### config.mk
export PLATFORM = sky130hd
export DESIGN_NAME = checksummed_frame_receiver
export DESIGN_NICKNAME = d
export VERILOG_FILES = /design/src/sv/cfrx_pkg.sv /design/src/sv/cfrx_core.sv /design/src/sv/checksummed_frame_receiver.sv
export SDC_FILE = /design/constraint.sdc
export NUM_CORES = 1
export LEC_CHECK = 0
export ABC_AREA = 1
export BUFFER_PORTS_ARGS = -buffer_cell sky130_fd_sc_hd__buf_2
export CORE_UTILIZATION = 40
export DETAILED_ROUTE_END_ITERATION = 12
export GPL_TIMING_DRIVEN = 0
export PLACE_DENSITY = 0.61
export SKIP_LAST_GASP = 1
export SYNTH_ARGS = -nofsm -noshare
export SYNTH_HDL_FRONTEND = slang
export SYNTH_SLANG_ARGS = --single-unit
### constraint.sdc
create_clock -name clk -period 6 [get_ports clk]
set_clock_uncertainty 0.15 [all_clocks]
set_input_delay 0.3 -clock clk [delete_from_list [all_inputs] [get_ports clk]]
set_output_delay 0.3 -clock clk [all_outputs]
set_load 0.005 [all_outputs]
### src/sv/cfrx_pkg.sv
package cfrx_pkg;

	typedef enum logic [2:0] {
		PH_HUNT   = 3'd0,
		PH_SLAVE  = 3'd1,
		PH_CMD    = 3'd2,
		PH_LEN    = 3'd3,
		PH_DATA   = 3'd4,
		PH_SUM_HI = 3'd5,
		PH_SUM_LO = 3'd6,
		PH_END    = 3'd7
	} phase_t;

	localparam logic [1:0] REG_START_MARKER = 2'd0;
	localparam logic [1:0] REG_END_MARKER   = 2'd1;
	localparam logic [1:0] REG_MAX_PAYLOAD  = 2'd2;

	localparam logic [7:0] START_MARKER_RST = 8'd58;
	localparam logic [7:0] END_MARKER_RST   = 8'd13;
	localparam logic [7:0] MAX_PAYLOAD_RST  = 8'd64;

	typedef struct packed {
		logic [7:0]  start_marker;
		logic [7:0]  end_marker;
		logic [7:0]  max_payload;
	} cfg_t;

	typedef struct packed {
		logic [7:0]  slave_address;
		logic [7:0]  command;
		logic [7:0]  payload_length;
		logic [7:0]  payload_byte;
		logic [7:0]  byte_index;
		logic        frame_done;
		logic        frame_valid;
		logic [15:0] frame_checksum;
	} result_t;

endpackage

### src/sv/cfrx_core.sv
module cfrx_core (
	input  logic              clk,
	input  logic              arst_n,
	input  logic              accept,
	input  logic [7:0]        rx_byte,
	input  cfrx_pkg::cfg_t    cfg,
	output logic              res_valid,
	output cfrx_pkg::result_t res
);

	cfrx_pkg::phase_t phase_q;
	cfrx_pkg::phase_t phase_next;

	logic [7:0]  slave_q;
	logic [7:0]  command_q;
	logic [7:0]  length_q;
	logic [7:0]  count_q;
	logic [15:0] running_sum_q;
	logic [15:0] received_sum_q;

	logic [15:0] sum_add;
	logic [8:0]  count_inc;
	logic        len_too_big;
	logic        frame_ok;

	assign sum_add     = running_sum_q + {8'd0, rx_byte};
	assign count_inc   = {1'b0, count_q} + 9'd1;
	assign len_too_big = rx_byte > cfg.max_payload;
	assign frame_ok    = (rx_byte == cfg.end_marker) && (sum_add == received_sum_q);

	always_comb begin
		phase_next = phase_q;
		unique case (phase_q)
			cfrx_pkg::PH_HUNT: begin
				if (rx_byte == cfg.start_marker) begin
					phase_next = cfrx_pkg::PH_SLAVE;
				end
			end
			cfrx_pkg::PH_SLAVE:  phase_next = cfrx_pkg::PH_CMD;
			cfrx_pkg::PH_CMD:    phase_next = cfrx_pkg::PH_LEN;
			cfrx_pkg::PH_LEN: begin
				if (len_too_big) begin
					phase_next = cfrx_pkg::PH_HUNT;
				end else if (rx_byte == 8'd0) begin
					phase_next = cfrx_pkg::PH_SUM_HI;
				end else begin
					phase_next = cfrx_pkg::PH_DATA;
				end
			end
			cfrx_pkg::PH_DATA: begin
				if (count_inc >= {1'b0, length_q}) begin
					phase_next = cfrx_pkg::PH_SUM_HI;
				end
			end
			cfrx_pkg::PH_SUM_HI: phase_next = cfrx_pkg::PH_SUM_LO;
			cfrx_pkg::PH_SUM_LO: phase_next = cfrx_pkg::PH_END;
			cfrx_pkg::PH_END:    phase_next = cfrx_pkg::PH_HUNT;
			default:             phase_next = cfrx_pkg::PH_HUNT;
		endcase
	end

	always_comb begin
		res_valid          = 1'b0;
		res.slave_address  = slave_q;
		res.command        = command_q;
		res.payload_length = length_q;
		res.payload_byte   = 8'd0;
		res.byte_index     = 8'd0;
		res.frame_done     = 1'b0;
		res.frame_valid    = 1'b0;
		res.frame_checksum = 16'd0;
		unique case (phase_q)
			cfrx_pkg::PH_LEN: begin
				res_valid          = accept && len_too_big;
				res.payload_length = rx_byte;
				res.frame_done     = 1'b1;
			end
			cfrx_pkg::PH_DATA: begin
				res_valid        = accept;
				res.payload_byte = rx_byte;
				res.byte_index   = count_q;
			end
			cfrx_pkg::PH_END: begin
				res_valid          = accept;
				res.frame_done     = 1'b1;
				res.frame_valid    = frame_ok;
				res.frame_checksum = frame_ok ? received_sum_q : 16'd0;
			end
			default: begin
				res_valid = 1'b0;
			end
		endcase
	end

	always_ff @(posedge clk or negedge arst_n) begin
		if (!arst_n) begin
			phase_q        <= cfrx_pkg::PH_HUNT;
			slave_q        <= 8'd0;
			command_q      <= 8'd0;
			length_q       <= 8'd0;
			count_q        <= 8'd0;
			running_sum_q  <= 16'd0;
			received_sum_q <= 16'd0;
		end else if (accept) begin
			phase_q <= phase_next;
			case (phase_q)
				cfrx_pkg::PH_HUNT: begin
					if (rx_byte == cfg.start_marker) begin
						running_sum_q  <= {8'd0, rx_byte};
						count_q        <= 8'd0;
						received_sum_q <= 16'd0;
					end
				end
				cfrx_pkg::PH_SLAVE: begin
					slave_q       <= rx_byte;
					running_sum_q <= sum_add;
				end
				cfrx_pkg::PH_CMD: begin
					command_q     <= rx_byte;
					running_sum_q <= sum_add;
				end
				cfrx_pkg::PH_LEN: begin
					length_q      <= rx_byte;
					running_sum_q <= sum_add;
					count_q       <= 8'd0;
				end
				cfrx_pkg::PH_DATA: begin
					running_sum_q <= sum_add;
					count_q       <= count_inc[7:0];
				end
				cfrx_pkg::PH_SUM_HI: received_sum_q <= {rx_byte, 8'd0};
				cfrx_pkg::PH_SUM_LO: received_sum_q <= {received_sum_q[15:8], rx_byte};
				default:             running_sum_q  <= sum_add;
			endcase
		end
	end

endmodule

### src/sv/checksummed_frame_receiver.sv
// Serial frame receiver with a 16-bit additive checksum. One received byte
// is taken per clock cycle unless in_stall is high; header bytes, checksum
// bytes and bytes outside a frame yield nothing, each payload byte yields
// one result, and the end byte (or an oversized length) yields one status
// result. Results leave through an output register backed by a one-entry
// skid register, so the input side stalls only while the skid register is
// full. Configuration writes are always ready and are registered.
module checksummed_frame_receiver (
	input  logic        clk,
	input  logic        arst_n,

	input  logic        cfg_valid,
	output logic        cfg_ready,
	input  logic [1:0]  cfg_index,
	input  logic [7:0]  cfg_data,

	input  logic        in_valid,
	output logic        in_stall,
	input  logic [7:0]  rx_byte,

	output logic        out_valid,
	input  logic        out_stall,
	output logic [7:0]  slave_address,
	output logic [7:0]  command,
	output logic [7:0]  payload_length,
	output logic [7:0]  payload_byte,
	output logic [7:0]  byte_index,
	output logic        frame_done,
	output logic        frame_valid,
	output logic [15:0] frame_checksum
);

	cfrx_pkg::cfg_t    cfg_q;
	cfrx_pkg::result_t res;
	cfrx_pkg::result_t out_q;
	cfrx_pkg::result_t skid_q;

	logic res_valid;
	logic accept;
	logic out_valid_q;
	logic skid_valid_q;
	logic out_free;

	assign cfg_ready = 1'b1;
	assign in_stall  = skid_valid_q;
	assign accept    = in_valid && !skid_valid_q;
	assign out_free  = !out_valid_q || !out_stall;

	always_ff @(posedge clk or negedge arst_n) begin
		if (!arst_n) begin
			cfg_q.start_marker <= cfrx_pkg::START_MARKER_RST;
			cfg_q.end_marker   <= cfrx_pkg::END_MARKER_RST;
			cfg_q.max_payload  <= cfrx_pkg::MAX_PAYLOAD_RST;
		end else if (cfg_valid) begin
			unique case (cfg_index)
				cfrx_pkg::REG_START_MARKER: cfg_q.start_marker <= cfg_data;
				cfrx_pkg::REG_END_MARKER:   cfg_q.end_marker   <= cfg_data;
				cfrx_pkg::REG_MAX_PAYLOAD:  cfg_q.max_payload  <= cfg_data;
				default:                    cfg_q              <= cfg_q;
			endcase
		end
	end

	cfrx_core u_core (
		.clk       (clk),
		.arst_n    (arst_n),
		.accept    (accept),
		.rx_byte   (rx_byte),
		.cfg       (cfg_q),
		.res_valid (res_valid),
		.res       (res)
	);

	always_ff @(posedge clk or negedge arst_n) begin
		if (!arst_n) begin
			out_valid_q  <= 1'b0;
			skid_valid_q <= 1'b0;
		end else if (out_free) begin
			if (skid_valid_q) begin
				out_valid_q  <= 1'b1;
				skid_valid_q <= 1'b0;
			end else begin
				out_valid_q <= res_valid;
			end
		end else if (res_valid) begin
			skid_valid_q <= 1'b1;
		end
	end

	always_ff @(posedge clk) begin
		if (out_free) begin
			if (skid_valid_q) begin
				out_q <= skid_q;
			end else if (res_valid) begin
				out_q <= res;
			end
		end else if (res_valid) begin
			skid_q <= res;
		end
	end

	assign out_valid      = out_valid_q;
	assign slave_address  = out_q.slave_address;
	assign command        = out_q.command;
	assign payload_length = out_q.payload_length;
	assign payload_byte   = out_q.payload_byte;
	assign byte_index     = out_q.byte_index;
	assign frame_done     = out_q.frame_done;
	assign frame_valid    = out_q.frame_valid;
	assign frame_checksum = out_q.frame_checksum;

endmodule

==> results of run 1 <==
report_power, final:
| group | switching (uW) | internal, uW | leakage, uW |
|---|---|---|---|
| Sequential | 216 | 1940 | 0.00223 |
| Combinational | 1150 | 592 | 0.00284 |
| Clock | 590 | 819 | 0.000368 |
| Total | 1950 | 3350 | 0.00544 |
worst register-to-register path: cells and delay by family (launching register included):
family / cells / cell delay, ns
AND/OR/NAND/NOR: 12 / 1.30
buffers and inverters: 1 / 0.21
flip-flops: 1 / 0.38
AO/OA/AOI/OAI: 1 / 0.20
adder cells (fa/ha/maj): 2 / 0.70
state kept, by name (all words and copies together) (netlist names), 16 cells and up:
register / flops
skid_q: 58
u_core.received_sum_q: 16
cfg_q: 24
u_core.running_sum_q: 16
frame_checksum: 16
cell type report:
class | instances | area, um2 | area share (%)
well taps | 324 | 405.4 | 3.415
inverters | 150 | 563.0 | 4.743
clock buffers | 26 | 608.1 | 5.122
multi-input cells | 734 | 3541 | 29.83
plain buffers | 29 | 141.4 | 1.191
repair buffers | 100 | 640.6 | 5.396
flip-flops and latches | 209 | 5821 | 49.03
clock inverters | 18 | 151.4 | 1.275
metal layers:
layer	up-vias	wire (um)
met4	0	582
met1	3593	10930
li1	3961	-
met5	-	0
met2	200	10860
met3	41	1415
cell families (layout without fill, tap and decap cells):
| kind of cell | Yosys count | count (layout) | share of synthesized area [%] |
|---|---|---|---|
| compound gates | 155 | 155 | 8.188 |
| xor+xnor | 8 | 8 | 0.6969 |
| fa+ha+maj | 26 | 26 | 3.310 |
| buf+inv | 179 | 323 | 7.006 |
| flops | 209 | 209 | 57.89 |
| other cells | 1 | 1 | 0.03730 |
| simple gates | 544 | 544 | 22.87 |
layout by cell type, fill, tap and decap left out, drive strengths merged, types with 25 or more instances in the layout:
cell / Yosys / final
buf: 10 / 96
edfxtp: 116 / 116
o21ai: 103 / 103
a21oi: 30 / 30
dfrtp: 85 / 85
clkbuf: 19 / 45
nand3: 77 / 77
inv: 148 / 148
nand2: 342 / 342
ha: 25 / 25
nand4: 26 / 26
nor2: 84 / 84
worst paths after layout:
check,from,to,slack [ns],cells after the start
min in group asynchronous,arst_n,u_core.running_sum_q[4],0.17,2
hold / removal,rx_byte[3],u_core.received_sum_q[3],0.03,3
max in group asynchronous,arst_n,u_core.running_sum_q[15],4.86,3
hold reg to reg,u_core.command_q[3],skid_q[45],0.32,0
setup reg to reg,u_core.running_sum_q[0],frame_checksum[7],2.86,16
setup / recovery,rx_byte[0],frame_checksum[7],2.74,18
stage by stage:
stage / power, uW / instance area [um2] / instances
3_5_place_dp: 3905 / 10970 / 1532
4_1_cts: 5330 / 11870 / 1590
6_report: 5304 / 11870 / 1590
2_1_floorplan: 3365 / 10050 / 1122
5_1_grt: 5672 / 11870 / 1590
3_3_place_gp: 3860 / 10870 / 1528
==> out/results.tsv, run 1 <==
stage	metric	value	unit
global_route	GRT met3 Usage	2.789	%
synth	sequential element share of the synthesized area	57.89	%
detailed_routing	first drt pass iteration count	5	
sta	Worst Tran Pin Value	0.9251	ns
placed_design	GP Congestion	0.8665	
global_route	Global Route met2 Usage	29.93	%
synth	most common library cells after synthesis	337 x nand2_1, 139 x inv_1, 116 x edfxtp_1	
placed_design	pre-CTS setup slack	2.749	ns
global_route	GR Util met1	26.22	%
worst_setup_path	WP buf/inv	3	
sta	WHS	0.02528	ns
clocking	# resized after CTS	0	
worst_setup_path	critical path type	in2reg	
placed_design	HPWL Detailed	16.83	mm
global_route	GR peak layer	met2	
sta	Setup TNS Final	0	ns
synth	library cells used by synthesis	40	
worst_setup_path	Top Family by Delay on Critical Path	simple AND/OR/NAND/NOR gates	
worst_setup_path	slowest stage delay, CP	0.52	ns
floorplan	starting density of the core	41.10	%
detailed_routing	Vias	7795	
clocking	CTS Buffer Depth	3	
global_route	first-pass GRT wire length	38.16	mm
clocking	CTS H-tree lvls	1	
synth	#FFs+latches synth	209	
worst_setup_path	Worst EP required	6.19	ns
status	status	complete, no violations	
synth	Post-synth EDFFs	116	
worst_setup_path	Worst EP arrival	3.45	ns
detailed_routing	drt total wl	23.80	mm
worst_setup_path	Top cell by count, worst path	nand2_1	
sta	setup slack after layout	2.742	ns
floorplan	IO Pins	84	
min_path	hold crit path type	in2reg	
worst_setup_path	CP startpoint kind	input port	
floorplan	row count	57	
clocking	CTS clk-pin slew, worst paths	0.06	ns
clocking	Post-CTS Hold Buffers	14	
floorplan	die area	25770	um2
worst_setup_path	Max FO, Critical Path	10	
sta	fin crit share	54.31	%
detailed_routing	drt wl/cell	14.97	um
global_route	initial antenna violation count	0	
detailed_routing	Iter 0 DRT Violations	467	
synth	Yosys top cell area share	34.64	%
final_layout	Total Nets Final	1297	
synth	FFs w/ async S/R, synth	44.50	%
synth	syn nets	1171	
power	worst vdd ir	0.1834	mV
detailed_routing	Via-to-Cell Ratio	4.903	
power	LEAKAGE	0.005441	uW
final_layout	n_diodes	0	
clocking	CTS sink count	209	
sta	fmax	0.3069	GHz
detailed_routing	Post-DRT Antenna Nets	0	
final_layout	Filler cells	2313	
synth	Mapped Area	10050	um2
worst_setup_path	slowest stage cell, crit path	dlygate4sd3_1	
power	pwr dens	446.8	nW/um2
final_layout	Layout area overhead	18.07	%
synth	Syn Inst Count	1122	
clocking	worst-skew pair later-pin latency	0.53	ns
synth	count leader, synth	nand2_1	
synth	Synth area leader	edfxtp_1	
clocking	post-CTS setup buffer count	0	
clocking	Num CTS Buffers	24	
global_route	largest net degree at the start of global routing	52	
clocking	clock root cell	clkbuf_16	
final_layout	fin util	48.53	%
worst_setup_path	critical path, cell by cell	dlygate4sd3_1 > buf_2 > ha_1 > fa_1 > nand2_1 > nand2_1 > nand3_1 > nand2_1 > nand2_1 > nand2_1 > nand2_1 > nand2_1 > nor2_1 > nand3_1 > nor2_4 > buf_4 > nand4_1 > a21oi_1	
global_route	number of global-route vias before repair	7359	
floorplan	Die Height	160.5	um
worst_setup_path	CP endpoint kind	register	
sta	RSZ-0062 raised after global routing	false	
detailed_routing	DRC	0	
synth	Ys Warns	0	
sta	Final Max Tran Viols	0	
sta	setup violators final	0	
global_route	grt total ovfl	0	
clocking	clock tree from TritonCTS	yes	
final_layout	layout cell share with drive strength beyond 1	13.11	%
synth	ranking of synthesized cells by area	edfxtp_1 35%, dfrtp_1 21%, nand2_1 13%, inv_1 5.2%, o21ai_0 4.6%	
sta	fin crit period	3.258	ns
synth	Synth Flop Type	edfxtp_1	
run	max-capacitance violation count	0	
floorplan	Core Area	24460	um2
sta	Slew HR	37.85	%
floorplan	DIE WIDTH	160.5	um
sta	final hold vios	0	
synth	syn avg cell area	8.961	um2
placed_design	I/O Buffers	82	
global_route	total track usage	18.76	%
Note: power is estimated with default switching activity, not from simulation.
==> run 2, diff against run 1 <==
Clock period 6 ns to 3.39 ns, I/O delays scaled along.
==> run 2 against run 1 <==
Compared with the run above:
- wire length grew 0.25%
- clock power is 88% higher
- flip-flop and latch count is the same
- non-clock buffer count increased by 16
- critical endpoint is now frame_checksum[5]
- sequential share of layout area is 0.90 points lower
- first-iteration DRC count down 2.1%
- combinational power is 79% higher
- die area unchanged
- global-route usage rose by 0.17 points
- clock-buffer cell count is 3 higher
- critical path type is now reg2reg
- core utilization grew 0.91 points
- via count is 1.6% higher
==> out/results.tsv, run 2 (synthesized netlist as in run 1, its figures left out) <==
stage	metric	value	unit	change
floorplan	row count	57		unchanged
detailed_routing	drt wl/cell	14.86	um	was 14.97 um
sta	Slew HR	35.76	%	was 37.85%
sta	Final Max Tran Viols	0		unchanged
clocking	CTS H-tree lvls	1		unchanged
worst_setup_path	worst r2r dst	frame_checksum[5]		was frame_checksum[7]
worst_setup_path	Levels on crit path	15		was 18
floorplan	Core Area	24460	um2	unchanged
worst_setup_path	CP endpoint kind	register		unchanged
worst_setup_path	Top cell by count, worst path	nand2_1		unchanged
final_layout	post-route cell area	12090	um2	was 11,870 um2
final_layout	Total Nets Final	1313		was 1,297
placed_design	GP Congestion	0.8495		was 0.8665
final_layout	most frequent cells in the layout	337 x nand2_1, 138 x inv_1, 116 x edfxtp_1, 93 x o21ai_0, 85 x dfrtp_1		unchanged
sta	Worst Tran Pin Value	0.9563	ns	was 0.9251 ns
placed_design	pre-CTS setup slack	0.2531	ns	was 2.749 ns
worst_setup_path	Max FO, Critical Path	8		was 10
final_layout	Filler cells	2322		was 2,313
worst_setup_path	R2R Setup Slk	0.19	ns	was 2.86 ns
final_layout	largest register by flop count	skid_q		unchanged
sta	fin crit period	3.201	ns	
clocking	CTS Buffer Depth	3		unchanged
worst_setup_path	crit path from	u_core.running_sum_q[0]		was rx_byte[0]
sta	final hold vios	0		unchanged
clocking	clock tree from TritonCTS	yes		unchanged
detailed_routing	Via-to-Cell Ratio	4.933		was 4.903
floorplan	die area	25770	um2	unchanged
placed_design	HPWL Detailed	16.84	mm	was 16.83 mm
sta	setup slack after layout	0.1892	ns	was 2.742 ns
detailed_routing	met1 WL	10.91	mm	was 10.93 mm
worst_setup_path	critical path type	reg2reg		was in2reg
clocking	clock root cell	clkbuf_16		unchanged
global_route	total track usage	18.92	%	was 18.76%
final_layout	biggest regs	skid_q: 58 flops, cfg_q: 24 flops		unchanged
clocking	worst-skew pair later-pin latency	0.52	ns	was 0.53 ns
global_route	largest net degree at the start of global routing	52		unchanged
detailed_routing	DRC	0		unchanged
worst_setup_path	Worst EP required	3.54	ns	was 6.19 ns
floorplan	IO Pins	84		unchanged
power	Pwr Total	9578	uW	was 5304 uW
clocking	CTS sink count	209		unchanged
worst_setup_path	critical path, cell by cell	ha_1 > fa_1 > nand2_1 > nand2_1 > nand3_1 > nand2_1 > nand3_1 > nand2_1 > nand2_1 > nand2_1 > inv_1 > nand2_1 > nor2_4 > nand4_1 > a21oi_1		was dlygate4sd3_1 > buf_2 > ha_1 > fa_1 > nand2_1 > nand2_1 > nand3_1 > nand2_1 > nand2_1 > nand2_1 > nand2_1 > nand2_1 > nor2_1 > nand3_1 > nor2_4 > buf_4 > nand4_1 > a21oi_1
sta	fin crit share	94.42	%	
floorplan	Die Height	160.5	um	unchanged
global_route	first-pass GRT wire length	38.64	mm	was 38.16 mm
worst_setup_path	Critical Path Sink	frame_checksum[5]		was frame_checksum[7]
worst_setup_path	CP startpoint kind	register		was input port
detailed_routing	Post-DRT Antenna Nets	0		unchanged
worst_setup_path	slowest stage delay, CP	0.47	ns	was 0.52 ns
worst_setup_path	slowest stage cell, crit path	fa_1		was dlygate4sd3_1
final_layout	number of flip-flops under the largest register name	58		unchanged
sta	setup violators final	0		unchanged
status	status	complete, no violations		unchanged
sta	RSZ-0062 raised after global routing	false		unchanged
floorplan	DIE WIDTH	160.5	um	unchanged
global_route	grt total ovfl	0		unchanged
clocking	CTS clk-pin slew, worst paths	0.06	ns	about the same
detailed_routing	top layer in use	met4		unchanged
placed_design	instance area at placement	10980	um2	was 10,970 um2
power	LEAKAGE	0.005534	uW	was 0.005441 uW
worst_setup_path	Reg2Reg Launch Point	u_core.running_sum_q[0]		unchanged
worst_setup_path	Top Family by Delay on Critical Path	simple AND/OR/NAND/NOR gates		unchanged
detailed_routing	Vias	7918		was 7,795
power	pwr dens	792.1	nW/um2	was 446.8 nW/um2
floorplan	starting density of the core	41.10	%	unchanged
detailed_routing	drt total wl	23.86	mm	was 23.80 mm
power	worst vdd ir	0.3511	mV	was 0.1834 mV
final_layout	Layout area overhead	20.27	%	was 18.07%
placed_design	I/O Buffers	82		unchanged
placed_design	dpl cells	1532		unchanged
sta	fmax	0.3124	GHz	
min_path	hold crit path type	in2async		was in2reg
detailed_routing	first drt pass iteration count	7		was 5
worst_setup_path	WP buf/inv	1		was 3
global_route	number of global-route vias before repair	7453		was 7,359
worst_setup_path	Reg2Reg Depth	15		was 16
final_layout	n_diodes	0		unchanged
detailed_routing	Iter 0 DRT Violations	457		was 467
final_layout	most common cell after layout, fill and taps aside	nand2_1		unchanged
global_route	initial antenna violation count	0		unchanged
run	max-capacitance violation count	0		unchanged
final_layout	Post-Layout Cell Count	1605		was 1,590
clocking	Num CTS Buffers	24		unchanged
worst_setup_path	Worst EP arrival	3.35	ns	was 3.45 ns
detailed_routing	WL met3	1.388	mm	was 1.415 mm
final_layout	layout cell share with drive strength beyond 1	13.19	%	was 13.11%
detailed_routing	routed length on met2	11.02	mm	was 10.86 mm
[run 2: per-stage QoR]
step | hold WS (ns) | util [%] | setup TNS [ns]
final | 0.05189 | 49.43 | 0
after global routing | 0.08528 | 49.43 | 0
after CTS | 0.06343 | 49.40 | 0
after detailed placement | 0.06716 | 44.88 | 0
after global placement | 0.2991 | 44.48 | -52.27
after floorplan | -0.2761 | - | 0
[run 2: metal layers]
metal  track usage [%]  vias up
li1                  -     3982
met2             30.95      219
met5                 0        -
met3             2.789       39
met1             26.07     3678
met4             5.541        0
[run 2: layout make-up]
| cell class | count | area, um2 | area share, % |
|---|---|---|---|
| Sequential cell | 209 | 5821 | 48.13 |
| Multi-Input combinational cell | 734 | 3541 | 29.28 |
| Timing Repair Buffer | 116 | 805.8 | 6.663 |
| Clock buffer | 29 | 629.4 | 5.204 |
| Inverter | 150 | 563.0 | 4.656 |
| Tap cell | 324 | 405.4 | 3.352 |
| Clock inverter | 14 | 186.4 | 1.542 |
| Buffer | 29 | 141.4 | 1.169 |
[run 2: worst min-delay path by stage]
stage | startpoint | endpoint | depth (start not counted) | slack [ns]
floorplan | arst_n | cfg_q[0] | 0 | -0.28
global placement | out_stall | in_stall | 3 | 0.30
detailed placement | arst_n | u_core.received_sum_q[8] | 1 | 0.07
CTS | arst_n | u_core.running_sum_q[4] | 2 | 0.06
global route | arst_n | u_core.running_sum_q[4] | 2 | 0.09
finish | arst_n | u_core.received_sum_q[8] | 2 | 0.05
[run 2: worst register-to-register path: stages (launching register included)]
cell and delay (ns):
dfrtp_1 0.39, ha_1 0.25, fa_1 0.47, nand2_1 0.15, nand2_1 0.11, nand3_1 0.15
nand2_1 0.12, nand3_1 0.13, nand2_1 0.10, nand2_1 0.07, nand2_1 0.05, inv_1 0.04
nand2_1 0.09, nor2_4 0.23, nand4_1 0.17, a21oi_1 0.31
[run 2: power by group]
part	total [uW]	internal [uW]	switching, uW
registers	3810	3430	380
logic	3120	1070	2050
clock network	2650	1630	1020
total	9580	6130	3450
[run 2: timing repair]
item / 4_1_cts / 5_1_grt
hold endpoints to repair: 132 / 0
hold buffers: 29 / 0
setup buffers: 0 / 1
resized for setup: 0 / 0
endpoints found under the setup margin: 0 / 4
